===== config.mk =====
export PLATFORM = sky130hd
export DESIGN_NAME = single_wire_eeprom_slave_top_flat
export DESIGN_NICKNAME = d
export VERILOG_FILES = /design/src/rtl/core/swes_pkg.sv /design/src/rtl/core/swes_if.sv /design/src/rtl/core/swes_ram.sv /design/src/rtl/core/single_wire_eeprom_slave_top.sv /design/src/flat_wrapper.sv
export SDC_FILE = /design/constraint.sdc
export NUM_CORES = 2
export LEC_CHECK = 0
export BUFFER_PORTS_ARGS = -buffer_cell sky130_fd_sc_hd__buf_2
export CAP_MARGIN = 0
export CELL_PAD_IN_SITES_DETAIL_PLACEMENT = 2
export CELL_PAD_IN_SITES_GLOBAL_PLACEMENT = 2
export CORE_MARGIN = 2
export CORE_UTILIZATION = 45
export DETAILED_ROUTE_END_ITERATION = 6
export GPL_TIMING_DRIVEN = 0
export HOLD_SLACK_MARGIN = 0.08
export PLACE_DENSITY_LB_ADDON = 0.1
export SYNTH_ARGS = -nofsm -noshare
export SYNTH_HDL_FRONTEND = slang
export SYNTH_HIERARCHICAL = 1
export SYNTH_SLANG_ARGS = --single-unit

===== constraint.sdc =====
create_clock -name clk -period 14.1 [get_ports clk]
set_clock_uncertainty 0.15 [all_clocks]
set_input_delay 3.525 -clock clk [delete_from_list [all_inputs] [get_ports clk]]
set_output_delay 3.525 -clock clk [all_outputs]
set_load 0.03 [all_outputs]

===== src/rtl/core/swes_pkg.sv =====
// Package with the shared types, constants and helpers of the single-wire EEPROM slave.
`timescale 1ns / 1ps

package swes_pkg;

  // Memory geometry.
  localparam int MEM_BYTES = 128;
  localparam int MEM_AW = $clog2(MEM_BYTES);
  localparam logic [8:0] MEM_LIMIT = 9'(MEM_BYTES);

  // Length of the manufacturer ID in bytes.
  localparam logic [7:0] ID_LEN = 8'd3;

  // Configuration port geometry.
  localparam int APB_AW = 5;

  // Register indexes.
  localparam logic [2:0] REG_RESET_LOW_MIN = 3'd0;
  localparam logic [2:0] REG_ONE_BIT_MAX = 3'd1;
  localparam logic [2:0] REG_DISC_HIGH_MIN = 3'd2;
  localparam logic [2:0] REG_DEVICE_SELECT = 3'd3;
  localparam logic [2:0] REG_ID_BYTES = 3'd4;

  // Register reset values.
  localparam logic [15:0] RST_RESET_LOW_MIN = 16'd100;
  localparam logic [15:0] RST_ONE_BIT_MAX = 16'd5;
  localparam logic [15:0] RST_DISC_HIGH_MIN = 16'd10;
  localparam logic [2:0] RST_DEVICE_SELECT = 3'd0;
  localparam logic [23:0] RST_ID_BYTES = 24'd54144;

  // Line event codes.
  localparam logic [2:0] FN_SLOT = 3'd0;
  localparam logic [2:0] FN_LOW_END = 3'd1;
  localparam logic [2:0] FN_TIMEOUT = 3'd2;
  localparam logic [2:0] FN_DISABLE = 3'd3;
  localparam logic [2:0] FN_PRELOAD = 3'd4;

  // Command opcodes.
  localparam logic [3:0] OPC_MEM = 4'hA;
  localparam logic [3:0] OPC_ID = 4'hC;

  typedef enum logic [2:0] {
    PH_RESET = 3'd0,
    PH_CMD   = 3'd1,
    PH_ADDR  = 3'd2,
    PH_DATA  = 3'd3,
    PH_TX    = 3'd4,
    PH_IDLE  = 3'd5
  } phase_t;

  // Outcome of stepping the transmit bit pointer.
  typedef struct packed {
    logic [7:0] byte_ptr;
    logic [7:0] bit_ptr;
    logic       pull;
    logic       ack;
  } adv_t;

  // A memory pointer past the end of the memory wraps to the first byte.
  function automatic logic [7:0] mem_wrap(input logic [7:0] p);
    mem_wrap = ({1'b0, p} >= MEM_LIMIT) ? 8'd0 : p;
  endfunction

endpackage


===== src/rtl/core/swes_if.sv =====
// Valid/ready channel interfaces for line events and slot results.
`timescale 1ns / 1ps

interface swes_item_if;
  logic       valid;
  logic       ready;
  logic [2:0] func;
  logic [15:0] duration;
  logic [6:0] mem_addr;
  logic [7:0] load_data;

  modport source (output valid, func, duration, mem_addr, load_data, input ready);
  modport sink (input valid, func, duration, mem_addr, load_data, output ready);
endinterface

interface swes_result_if;
  logic       valid;
  logic       ready;
  logic       drive_low;
  logic [2:0] bus_state;

  modport source (output valid, drive_low, bus_state, input ready);
  modport sink (input valid, drive_low, bus_state, output ready);
endinterface


===== src/rtl/core/swes_ram.sv =====
// Generic single-clock RAM with one write port and one registered read port.
`timescale 1ns / 1ps

module swes_ram #(
  parameter int WIDTH = 8,
  parameter int DEPTH = 128
) (
  input  logic                     clk,
  input  logic                     we,
  input  logic [$clog2(DEPTH)-1:0] waddr,
  input  logic [WIDTH-1:0]         wdata,
  input  logic                     re,
  input  logic [$clog2(DEPTH)-1:0] raddr,
  output logic [WIDTH-1:0]         rdata
);

  logic [WIDTH-1:0] mem [DEPTH];

  always_ff @(posedge clk) begin
    if (we) begin
      mem[waddr] <= wdata;
    end
    if (re) begin
      rdata <= mem[raddr];
    end
  end

endmodule


===== src/rtl/core/single_wire_eeprom_slave_top.sv =====
// Top level of the single-wire serial EEPROM slave.
`timescale 1ns / 1ps

// The block is the protocol engine of a single-wire EEPROM slave. A line
// front end measures the bus and hands it one transaction per line event on
// item_in: a slot start with the preceding high time, the end of a low pulse
// with its low time, a start/stop timeout, a disable, or a memory preload.
// For every event the block returns exactly one transaction on result_out:
// drive_low tells the front end whether to pull the line low in the slot
// that just started (only slot starts can set it), and bus_state is the
// protocol phase after the event.
// An event runs as a read step and an execute step: in the accept cycle the
// 128-byte memory is read at the byte the event may transmit, and once the
// output has room the event is executed with that byte and its result lands
// in the output register. A new event is taken only after the held one has
// executed; the registered read of the memory port makes this split needed.
// A finished result waits in the output register while the next event is
// already accepted and its memory read issued; only when that second event is
// ready to execute and the first result is still not taken does the block
// stall, and item_in.ready stays low until the receiver drains the output.
// Synchronous reset puts the bus in the idle phase, clears all pointers and
// flags and restores the configuration defaults. The memory itself is not
// cleared; bytes must be preloaded before they are read.
// Configuration goes through the APB port, one register per 32-bit word.
module single_wire_eeprom_slave_top (
  input  logic                          clk,
  input  logic                          rst,
  swes_item_if.sink                     item_in,
  swes_result_if.source                 result_out,
  input  logic                          psel,
  input  logic                          penable,
  input  logic                          pwrite,
  input  logic [swes_pkg::APB_AW-1:0]   paddr,
  input  logic [31:0]                   pwdata,
  output logic [31:0]                   prdata,
  output logic                          pready
);

  import swes_pkg::*;

  // Configuration registers.
  logic [15:0] reset_low_min;
  logic [15:0] one_bit_max;
  logic [15:0] disc_high_min;
  logic [2:0]  device_select;
  logic [23:0] id_bytes;

  // Protocol state.
  phase_t      phase, phase_next;
  logic [2:0]  bits_taken, bits_taken_next;
  logic [7:0]  shift_byte, shift_byte_next;
  logic        pull_next, pull_next_next;
  logic        await_host_ack, await_host_ack_next;
  logic [7:0]  byte_pointer, byte_pointer_next;
  logic [7:0]  bit_pointer, bit_pointer_next;
  logic        source_is_id, source_is_id_next;

  // Event held between the read and execute cycles.
  logic        busy;
  logic [2:0]  it_func;
  logic [15:0] it_dur;
  logic [6:0]  it_addr;
  logic [7:0]  it_data;

  // Output register.
  logic        out_valid;
  logic        out_drive;
  phase_t      out_state;
  logic        drive;

  logic        accept;
  logic        exec;
  logic [7:0]  rd_ptr;
  logic [7:0]  rd_addr8;
  logic [7:0]  pre_addr8;
  logic        mem_we;
  logic [7:0]  mem_rdata;
  logic        cfg_we;
  logic [2:0]  cfg_idx;
  logic        low_bit;
  logic [7:0]  shifted;
  adv_t        adv;

  // One step of the transmit pointer. It wraps the byte pointer at the end of
  // the selected source, decides whether the next slot carries a zero bit,
  // and raises the host acknowledge window after the ACK slot.
  function automatic adv_t advance(input logic [7:0] bp_byte, input logic [7:0] bp_bit,
                                   input logic is_id, input logic [7:0] mem_byte,
                                   input logic [23:0] id);
    adv_t       a;
    logic [7:0] p;
    logic [7:0] id_byte;
    logic [7:0] src;
    p = is_id ? ((bp_byte >= ID_LEN) ? 8'd0 : bp_byte) : mem_wrap(bp_byte);
    case (p[1:0])
      2'd0:    id_byte = id[23:16];
      2'd1:    id_byte = id[15:8];
      default: id_byte = id[7:0];
    endcase
    src = is_id ? id_byte : mem_byte;
    a.byte_ptr = p;
    a.bit_ptr = bp_bit + 8'd1;
    a.pull = (bp_bit < 8'd8) && !src[~bp_bit[2:0]];
    a.ack = (bp_bit == 8'd9);
    return a;
  endfunction

  // ---------------------------------------------------------------------------
  // Configuration port.
  // ---------------------------------------------------------------------------
  assign pready = 1'b1;
  assign cfg_idx = paddr[APB_AW-1:2];
  assign cfg_we = psel && penable && pwrite && pready;

  always_ff @(posedge clk) begin
    if (rst) begin
      reset_low_min <= RST_RESET_LOW_MIN;
      one_bit_max <= RST_ONE_BIT_MAX;
      disc_high_min <= RST_DISC_HIGH_MIN;
      device_select <= RST_DEVICE_SELECT;
      id_bytes <= RST_ID_BYTES;
    end else if (cfg_we) begin
      case (cfg_idx)
        REG_RESET_LOW_MIN: reset_low_min <= pwdata[15:0];
        REG_ONE_BIT_MAX:   one_bit_max <= pwdata[15:0];
        REG_DISC_HIGH_MIN: disc_high_min <= pwdata[15:0];
        REG_DEVICE_SELECT: device_select <= pwdata[2:0];
        REG_ID_BYTES:      id_bytes <= pwdata[23:0];
        default: ;
      endcase
    end
  end

  always_comb begin
    case (cfg_idx)
      REG_RESET_LOW_MIN: prdata = {16'd0, reset_low_min};
      REG_ONE_BIT_MAX:   prdata = {16'd0, one_bit_max};
      REG_DISC_HIGH_MIN: prdata = {16'd0, disc_high_min};
      REG_DEVICE_SELECT: prdata = {29'd0, device_select};
      REG_ID_BYTES:      prdata = {8'd0, id_bytes};
      default:           prdata = 32'd0;
    endcase
  end

  // ---------------------------------------------------------------------------
  // Accept and memory read. Only one event is in flight, so the state seen
  // here is final. An acknowledge from the host moves to the next byte, so a
  // low-ended event reads one byte ahead.
  // ---------------------------------------------------------------------------
  assign item_in.ready = !busy && !rst;
  assign accept = item_in.valid && item_in.ready;
  assign exec = busy && (!out_valid || result_out.ready);

  assign rd_ptr = (item_in.func == FN_LOW_END) ? (byte_pointer + 8'd1) : byte_pointer;
  assign rd_addr8 = mem_wrap(rd_ptr);
  assign pre_addr8 = {1'b0, it_addr};
  assign mem_we = exec && (it_func == FN_PRELOAD) && ({1'b0, pre_addr8} < MEM_LIMIT);

  swes_ram #(
    .WIDTH(8),
    .DEPTH(MEM_BYTES)
  ) u_mem (
    .clk  (clk),
    .we   (mem_we),
    .waddr(pre_addr8[MEM_AW-1:0]),
    .wdata(it_data),
    .re   (accept),
    .raddr(rd_addr8[MEM_AW-1:0]),
    .rdata(mem_rdata)
  );

  always_ff @(posedge clk) begin
    if (rst) begin
      busy <= 1'b0;
    end else if (accept) begin
      busy <= 1'b1;
    end else if (exec) begin
      busy <= 1'b0;
    end
  end

  always_ff @(posedge clk) begin
    if (accept) begin
      it_func <= item_in.func;
      it_dur <= item_in.duration;
      it_addr <= item_in.mem_addr;
      it_data <= item_in.load_data;
    end
  end

  // ---------------------------------------------------------------------------
  // Execute: the protocol step for the held event.
  // ---------------------------------------------------------------------------
  assign low_bit = it_dur < one_bit_max;
  assign shifted = {shift_byte[6:0], low_bit};
  // A slot start advances at the current byte; an acknowledge advances at the
  // next byte with the bit pointer restarted.
  assign adv = (it_func == FN_LOW_END)
             ? advance(byte_pointer + 8'd1, 8'd0, source_is_id, mem_rdata, id_bytes)
             : advance(byte_pointer, bit_pointer, source_is_id, mem_rdata, id_bytes);

  always_comb begin
    phase_next = phase;
    bits_taken_next = bits_taken;
    shift_byte_next = shift_byte;
    pull_next_next = pull_next;
    await_host_ack_next = await_host_ack;
    byte_pointer_next = byte_pointer;
    bit_pointer_next = bit_pointer;
    source_is_id_next = source_is_id;
    drive = 1'b0;
    case (it_func)
      FN_SLOT: begin
        drive = pull_next;
        pull_next_next = 1'b0;
        if (phase == PH_TX) begin
          byte_pointer_next = adv.byte_ptr;
          bit_pointer_next = adv.bit_ptr;
          pull_next_next = adv.pull;
          if (adv.ack) begin
            await_host_ack_next = 1'b1;
          end
        end else if (phase == PH_RESET && it_dur >= disc_high_min) begin
          phase_next = PH_CMD;
          bits_taken_next = 3'd0;
          shift_byte_next = 8'd0;
        end
      end
      FN_LOW_END: begin
        if (it_dur > reset_low_min) begin
          phase_next = PH_RESET;
          bits_taken_next = 3'd0;
          shift_byte_next = 8'd0;
          pull_next_next = 1'b1;
          byte_pointer_next = 8'd0;
          bit_pointer_next = 8'd0;
        end else if (phase == PH_TX) begin
          if (await_host_ack) begin
            await_host_ack_next = 1'b0;
            if (!low_bit) begin
              byte_pointer_next = adv.byte_ptr;
              bit_pointer_next = adv.bit_ptr;
              pull_next_next = pull_next || adv.pull;
            end else begin
              phase_next = PH_CMD;
            end
          end
        end else if (bits_taken != 3'd7) begin
          shift_byte_next = shifted;
          bits_taken_next = bits_taken + 3'd1;
        end else begin
          bits_taken_next = 3'd0;
          shift_byte_next = 8'd0;
          if (phase == PH_CMD) begin
            if (shifted[3:1] == device_select) begin
              if (shifted[7:4] == OPC_ID) begin
                if (shifted[0]) begin
                  source_is_id_next = 1'b1;
                  bit_pointer_next = 8'd0;
                  byte_pointer_next = 8'd0;
                  phase_next = PH_TX;
                  pull_next_next = 1'b1;
                end
              end else if (shifted[7:4] == OPC_MEM) begin
                phase_next = shifted[0] ? PH_TX : PH_ADDR;
                source_is_id_next = 1'b0;
                bit_pointer_next = 8'd0;
                pull_next_next = 1'b1;
              end else begin
                phase_next = PH_IDLE;
              end
            end
          end else if (phase == PH_ADDR) begin
            byte_pointer_next = shifted;
            bit_pointer_next = 8'd0;
            phase_next = PH_CMD;
            pull_next_next = 1'b1;
          end
        end
      end
      FN_TIMEOUT: begin
        if (phase == PH_TX || phase == PH_ADDR || phase == PH_DATA) begin
          phase_next = PH_CMD;
          bits_taken_next = 3'd0;
          shift_byte_next = 8'd0;
        end
      end
      FN_DISABLE: begin
        phase_next = PH_IDLE;
        bits_taken_next = 3'd0;
        shift_byte_next = 8'd0;
        pull_next_next = 1'b0;
        byte_pointer_next = 8'd0;
        bit_pointer_next = 8'd0;
      end
      default: ;
    endcase
  end

  always_ff @(posedge clk) begin
    if (rst) begin
      phase <= PH_IDLE;
      bits_taken <= 3'd0;
      shift_byte <= 8'd0;
      pull_next <= 1'b0;
      await_host_ack <= 1'b0;
      byte_pointer <= 8'd0;
      bit_pointer <= 8'd0;
      source_is_id <= 1'b0;
    end else if (exec) begin
      phase <= phase_next;
      bits_taken <= bits_taken_next;
      shift_byte <= shift_byte_next;
      pull_next <= pull_next_next;
      await_host_ack <= await_host_ack_next;
      byte_pointer <= byte_pointer_next;
      bit_pointer <= bit_pointer_next;
      source_is_id <= source_is_id_next;
    end
  end

  // ---------------------------------------------------------------------------
  // Output register.
  // ---------------------------------------------------------------------------
  always_ff @(posedge clk) begin
    if (rst) begin
      out_valid <= 1'b0;
    end else if (exec) begin
      out_valid <= 1'b1;
    end else if (result_out.ready) begin
      out_valid <= 1'b0;
    end
  end

  always_ff @(posedge clk) begin
    if (exec) begin
      out_drive <= drive;
      out_state <= phase_next;
    end
  end

  assign result_out.valid = out_valid;
  assign result_out.drive_low = out_drive;
  assign result_out.bus_state = out_state;

endmodule


===== src/flat_wrapper.sv =====
// flat-port wrapper written by rule: the top's interface ports become plain ports
module single_wire_eeprom_slave_top_flat import swes_pkg::*;
  (clk, rst, psel, penable, pwrite, paddr, pwdata, prdata, pready, item_in_valid, item_in_func, item_in_duration, item_in_mem_addr, item_in_load_data, item_in_ready, result_out_valid, result_out_drive_low, result_out_bus_state, result_out_ready);
  swes_item_if item_in_i ();
  swes_result_if result_out_i ();
  input  logic clk;
  input  logic rst;
  input  logic psel;
  input  logic penable;
  input  logic pwrite;
  input  logic [swes_pkg::APB_AW-1:0] paddr;
  input  logic [31:0] pwdata;
  output logic [31:0] prdata;
  output logic pready;
  input wire logic [$bits(item_in_i.valid)-1:0] item_in_valid;
  input wire logic [$bits(item_in_i.func)-1:0] item_in_func;
  input wire logic [$bits(item_in_i.duration)-1:0] item_in_duration;
  input wire logic [$bits(item_in_i.mem_addr)-1:0] item_in_mem_addr;
  input wire logic [$bits(item_in_i.load_data)-1:0] item_in_load_data;
  output wire logic [$bits(item_in_i.ready)-1:0] item_in_ready;
  output wire logic [$bits(result_out_i.valid)-1:0] result_out_valid;
  output wire logic [$bits(result_out_i.drive_low)-1:0] result_out_drive_low;
  output wire logic [$bits(result_out_i.bus_state)-1:0] result_out_bus_state;
  input wire logic [$bits(result_out_i.ready)-1:0] result_out_ready;
  assign item_in_i.valid = item_in_valid;
  assign item_in_i.func = item_in_func;
  assign item_in_i.duration = item_in_duration;
  assign item_in_i.mem_addr = item_in_mem_addr;
  assign item_in_i.load_data = item_in_load_data;
  assign item_in_ready = item_in_i.ready;
  assign result_out_valid = result_out_i.valid;
  assign result_out_drive_low = result_out_i.drive_low;
  assign result_out_bus_state = result_out_i.bus_state;
  assign result_out_i.ready = result_out_ready;
  single_wire_eeprom_slave_top u_core (.clk(clk), .rst(rst), .item_in(item_in_i), .result_out(result_out_i), .psel(psel), .penable(penable), .pwrite(pwrite), .paddr(paddr), .pwdata(pwdata), .prdata(prdata), .pready(pready));
endmodule

After elaboration in Yosys (flattened, before gate mapping)
Memory sizes are Yosys's and may differ from the RTL's. A register that Yosys moved wholly into a read port is not among the register bits.
Cells that the tools add are included.
{ "op_classes": {"n_eq_ne": 38, "addsub": 3, "mux": 96, "bitwise_logic": 4, "order_cmp": 11, "reduce_logical": 40} }
{ "ops": {"columns": ["cell", "n"], "rows": [
  ["two-way mux 8 bit", 31],
  ["case mux 24 bit (5 select lines)", 1],
  ["two-way mux 3 bit", 21],
  ["two-way mux 7 bit", 7],
  ["case mux 8 bit (3 select lines)", 2],
  ["case mux 8 bit (2 select lines)", 2],
  ["case mux 7 bit (4 select lines)", 1],
  ["two-way mux 1 bit", 25],
  [">= comparator 8 bit, second input constant", 3],
  ["case mux 3 bit (4 select lines)", 2],
  ["AND reduction 10 bit", 2],
  ["== test 3 x 2 -> 1 bit, second input constant", 6],
  ["two-way mux 18 bit", 1],
  ["AND reduction 9 bit", 2],
  ["adder 8 x 1 -> 8 bit, second input constant", 2],
  [">= comparator 16 bit", 1],
  [">= comparator 8 x 2 -> 1 bit, second input constant", 2],
  ["greater-than comparator 16 bit", 1],
  ["less-than comparator 16 bit", 1],
  ["inequality test 5 bit, second input constant", 3],
  ["== test 3 x 1 -> 1 bit, second input constant", 4],
  ["AND reduction 6 bit", 2],
  ["inequality test 2 x 1 -> 1 bit, second input constant", 5],
  ["AND reduction 2 bit", 5],
  ["other kinds (29)", 60]
]} }
{ "totals": {"in_bits": 78, "regBits": 147, "memories": 1, "out_inout_bits": 39, "wordCells": 214, "ramBits": 1024} }
{ "mem_list": {"columns": ["memory", "words", "word_bits", "read_ports", "rd_clocked_by_memory_dff", "write_ports", "line_no", "text"], "rows": [
  ["u_core.u_mem.mem", 128, 8, 1, 1, 1, "swes_ram.sv:17", "logic [WIDTH-1:0] mem [DEPTH];"]
]} }

Depth between registers and ports, before layout
{ "depth": {"ltp_word": 17, "mapped_depth": 12, "depth_no_buf": 9} }

By module
Netlist, hierarchy kept.
{ "modules_own_cells": {"columns": ["mod", "area_each_um2", "n_inst", "cells_each", "seq_area_each_um2"], "rows": [
  ["swes_ram", 39750.6, 1, 1635, 30989.7],
  ["single_wire_eeprom_slave_top", 8569.5, 1, 1030, 3323.2]
]} }

Worst setup path before layout
Ideal clock, no wire load.
{ "synth_timing": {"path_type": "in2out", "startpoint": "input paddr[3] (netlist name)", "endpoint": "output prdata[10]", "arrival_ns": 5.194, "path_slack_ns": 5.231, "path_stages": 6, "required_ns": 10.425, "n_path_buf": 2, "path_cell_list": "clkbuf_1 inv_1 nor3_1 clkbuf_1 a22o_1 a221o_1"} }
{ "synth_via": {"elab_chain_cells": 2, "word_cells_on_any_way": 6, "classes_between": "4 x eq/ne; 1 x mux; 1 x reduce/logical"} }
{ "synth_rtl": {"columns": ["item", "line_no", "text"], "rows": [
  ["from (decl)", "flat_wrapper.sv:11", "input logic [swes_pkg::APB_AW-1:0] paddr;"],
  ["== test 3 bit, or another cell as far along", "single_wire_eeprom_slave_top.sv:135", "case (cfg_idx)"],
  ["case mux 24 bit (5 select lines) *", "single_wire_eeprom_slave_top.sv:135", null],
  ["to (decl)", "flat_wrapper.sv:13", "output logic [31:0] prdata;"]
]} }
Mark *: on every way between the ends. The rest lies on a longest branch, timed or not.

Worst setup path in the final report
{ "layout_timing": {"startpoint": "input paddr[3] (netlist name)", "endpoint": "output prdata[15]"} }
The elaborated chain is that of the path after synthesis.

==> run metrics <==
CP Capture Type=primary output; worst-path maximum fanout=10; synthesis warning total=6; core area=approximately 110000 um2; CTS resizes=0; # setup viols final=0; Max clock buf depth=3; maxcap violations=0; via count=27848; Worst-Skew Late Latency=760 ps; Req. time, crit path=approximately 10000 ps; WL final=between 150000 and 200000 um; routability cong.=0.881; most common cell after layout, fill and taps aside=edfxtp_1; Die Area=around 110000 um2; antenna violations before repair=6; max_slew headroom=0.0708; FP Rows=120; antenna-violating nets left=0; CP arrival=6100 ps; n_diodes=0; LEAKAGE=17.4 nW; grt ovf=0; setup repair bufs after CTS=0; unrepaired setup endpoints after global routing=no; number of global-route vias before repair=approximately 30000; nets@finish=3074; WS Path Type=in2out; fraction of registers with async set/reset=0; DP HPWL=113000 um; commonest non-fill, non-tap cells in the layout=1070 x edfxtp_1, 336 x mux4_2, 214 x nand2_1; Worst Hold Class=reg2reg; DR vias/cell=6.26; DRC=0; CTS root buffer=clkbuf_16; Final Critical Period=9770 ps; PD cells=135 nW/um2; predominant post-synthesis flop cell=edfxtp_1; TritonRoute pass-1 iters=7; largest net degree at the start of global routing=35; Seq/Total Area, Yosys=0.710; first-pass GRT wire length=231000 um; Syn-to-layout area delta=15.5%; initial core utilization=0.453; CTS H-tree depth=4; Cells after Synth=2665; crit start category=primary input; Tcrit/Tclk final=0.693; DRT iter0 DRCs=2793; post-route setup TNS=0 ps; Yosys reg bits=1179; placed cell count=between 4000 and 5000; PortBufs=95; Cell variety after synth=75; GRT Resource Usage Total=0.297; CTS tree=yes; Die X=roughly 330 um; # IOs=117; Max VDD drop=0.126 mV; CTS buffer count=130; CTS Sinks=1179; Die H=approximately 330 um; number of synthesized flops with an enable pin=1070; Clock transition at path regs=60 ps; Tot Pwr=0.00756 W; Non-Filler Instances=4446; R2R Setup Slk=7970 ps; Routed wire per std cell=36.4 um; Post-Syn Area=48300 um2; Max Clock Freq=102 MHz; # hold bufs at CTS=0; share of post-route cells with drive strength above 1=0.246; outcome=finished clean; Final Max Slew Viols=0; Final Hold Vio Count=0; worst-margin pin slew=1390 ps; mean post-synth cell area=18.1 um2
-- per-stage QoR --
stage | hold WS (ps) | utilization | cell area (um2) | worst slack (ps)
after global placement | 297 | 0.474 | 50600 | 3910
after floorplan | 288 | - | 48300 | 5230
final | 320 | 0.523 | 55800 | 4330
after CTS | 321 | 0.523 | 55800 | 4350
after detailed placement | 312 | 0.484 | 51700 | 4320
after global routing | 345 | 0.523 | 55800 | 4230
-- routing by layer --
| metal | part of all wire | global-route usage | wire, um | up-vias |
|---|---|---|---|---|
| li1 | - | - | - | 11295 |
| met2 | 0.50 | 0.502 | 81000 | 1170 |
| met1 | 0.39 | 0.382 | 63300 | 15100 |
| met5 | 0.00018 | 0 | 29 | - |
| met4 | 0.047 | 0.135 | 7640 | 4 |
| met3 | 0.061 | 0.0462 | 9840 | 279 |
-- final timing paths --
check / start / endpoint / cells after the start
setup / recovery: paddr[3] / prdata[15] / 7
hold / removal: u_core/bits_taken[1]$_SDFFE_PP0P_ / u_core/bits_taken[1]$_SDFFE_PP0P_ / 2
setup reg to reg: u_core/byte_pointer[6]$_SDFFE_PP0P_ / u_core/u_mem/rdata[2]$_DFFE_PP_ / 12
hold reg to reg: u_core/bits_taken[1]$_SDFFE_PP0P_ / u_core/bits_taken[1]$_SDFFE_PP0P_ / 2
-- registers in the layout (all words and copies together), names as in the netlist, 8 cells and up --
register and cells:
u_core/u_mem/mem 1024, u_core/id_bytes 24, u_core/disc_high_min 16, u_core/it_dur 16, u_core/one_bit_max 16, u_core/reset_low_min 16
u_core/bit_pointer 8, u_core/byte_pointer 8, u_core/it_data 8, u_core/u_mem/rdata 8
-- final cells by class --
class	count	area (um2)
Fill cell	9309	50900
Tap cell	1403	1760
Clock buffer	162	3400
Multi-Input combinational cell	1270	13100
Inverter	63	236
Buffer	160	758
Timing Repair Buffer	138	1570
Clock inverter	71	689
Sequential cell	1179	34300
-- cells in the mapped netlist (9+ instances only) --
cell | n | area, um2
and3_1 | 15 | 93.8
mux4_2 | 336 | 7570
nor2_1 | 178 | 668
a221o_1 | 17 | 170
edfxtp_1 | 1070 | 32100
ha_1 | 54 | 676
nor2b_1 | 15 | 93.8
dfxtp_1 | 109 | 2180
buf_2 | 25 | 125
nand4_1 | 16 | 100
mux2i_1 | 18 | 180
nand3_1 | 40 | 200
nand2b_1 | 10 | 62.6
o211ai_1 | 11 | 82.6
xnor2_1 | 9 | 78.8
and2_1 | 12 | 75.1
a22o_1 | 14 | 123
buf_1 | 27 | 101
a21oi_1 | 90 | 450
inv_1 | 62 | 233
a31oi_1 | 15 | 93.8
buf_4 | 23 | 173
nor3_1 | 34 | 170
a21o_1 | 10 | 75.1
clkbuf_1 | 81 | 304
a221oi_1 | 9 | 78.8
o21ai_0 | 18 | 90.1
nand2_1 | 214 | 803
-- kinds of logic after synthesis --
| kind of cell | share of synthesized area |
|---|---|
| AO/OA/AOI/OAI | 0.0381 |
| XOR/XNOR | 0.00290 |
| adder cells (fa/ha/maj) | 0.0140 |
| buffers and inverters | 0.0204 |
| flip-flops | 0.710 |
| multiplexers | 0.162 |
| other | 0.000155 |
| AND/OR/NAND/NOR | 0.0522 |
-- where the power goes --
part	switching, W	internal (W)	leakage (nW)
Combinational	0.000235	0.000150	4.93
Sequential	0.0000145	0.00380	10.5
Clock	0.00145	0.00191	2.00
Total	0.00170	0.00586	17.4
-- worst max-delay path, cell delays in order --
cell and delay, ps:
clkbuf_1 360, inv_1 180, nor3_2 740, clkbuf_1 660
a22o_1 260, a221o_1 150, buf_2 210
No activity file was read; power rests on OpenSTA's default activity.
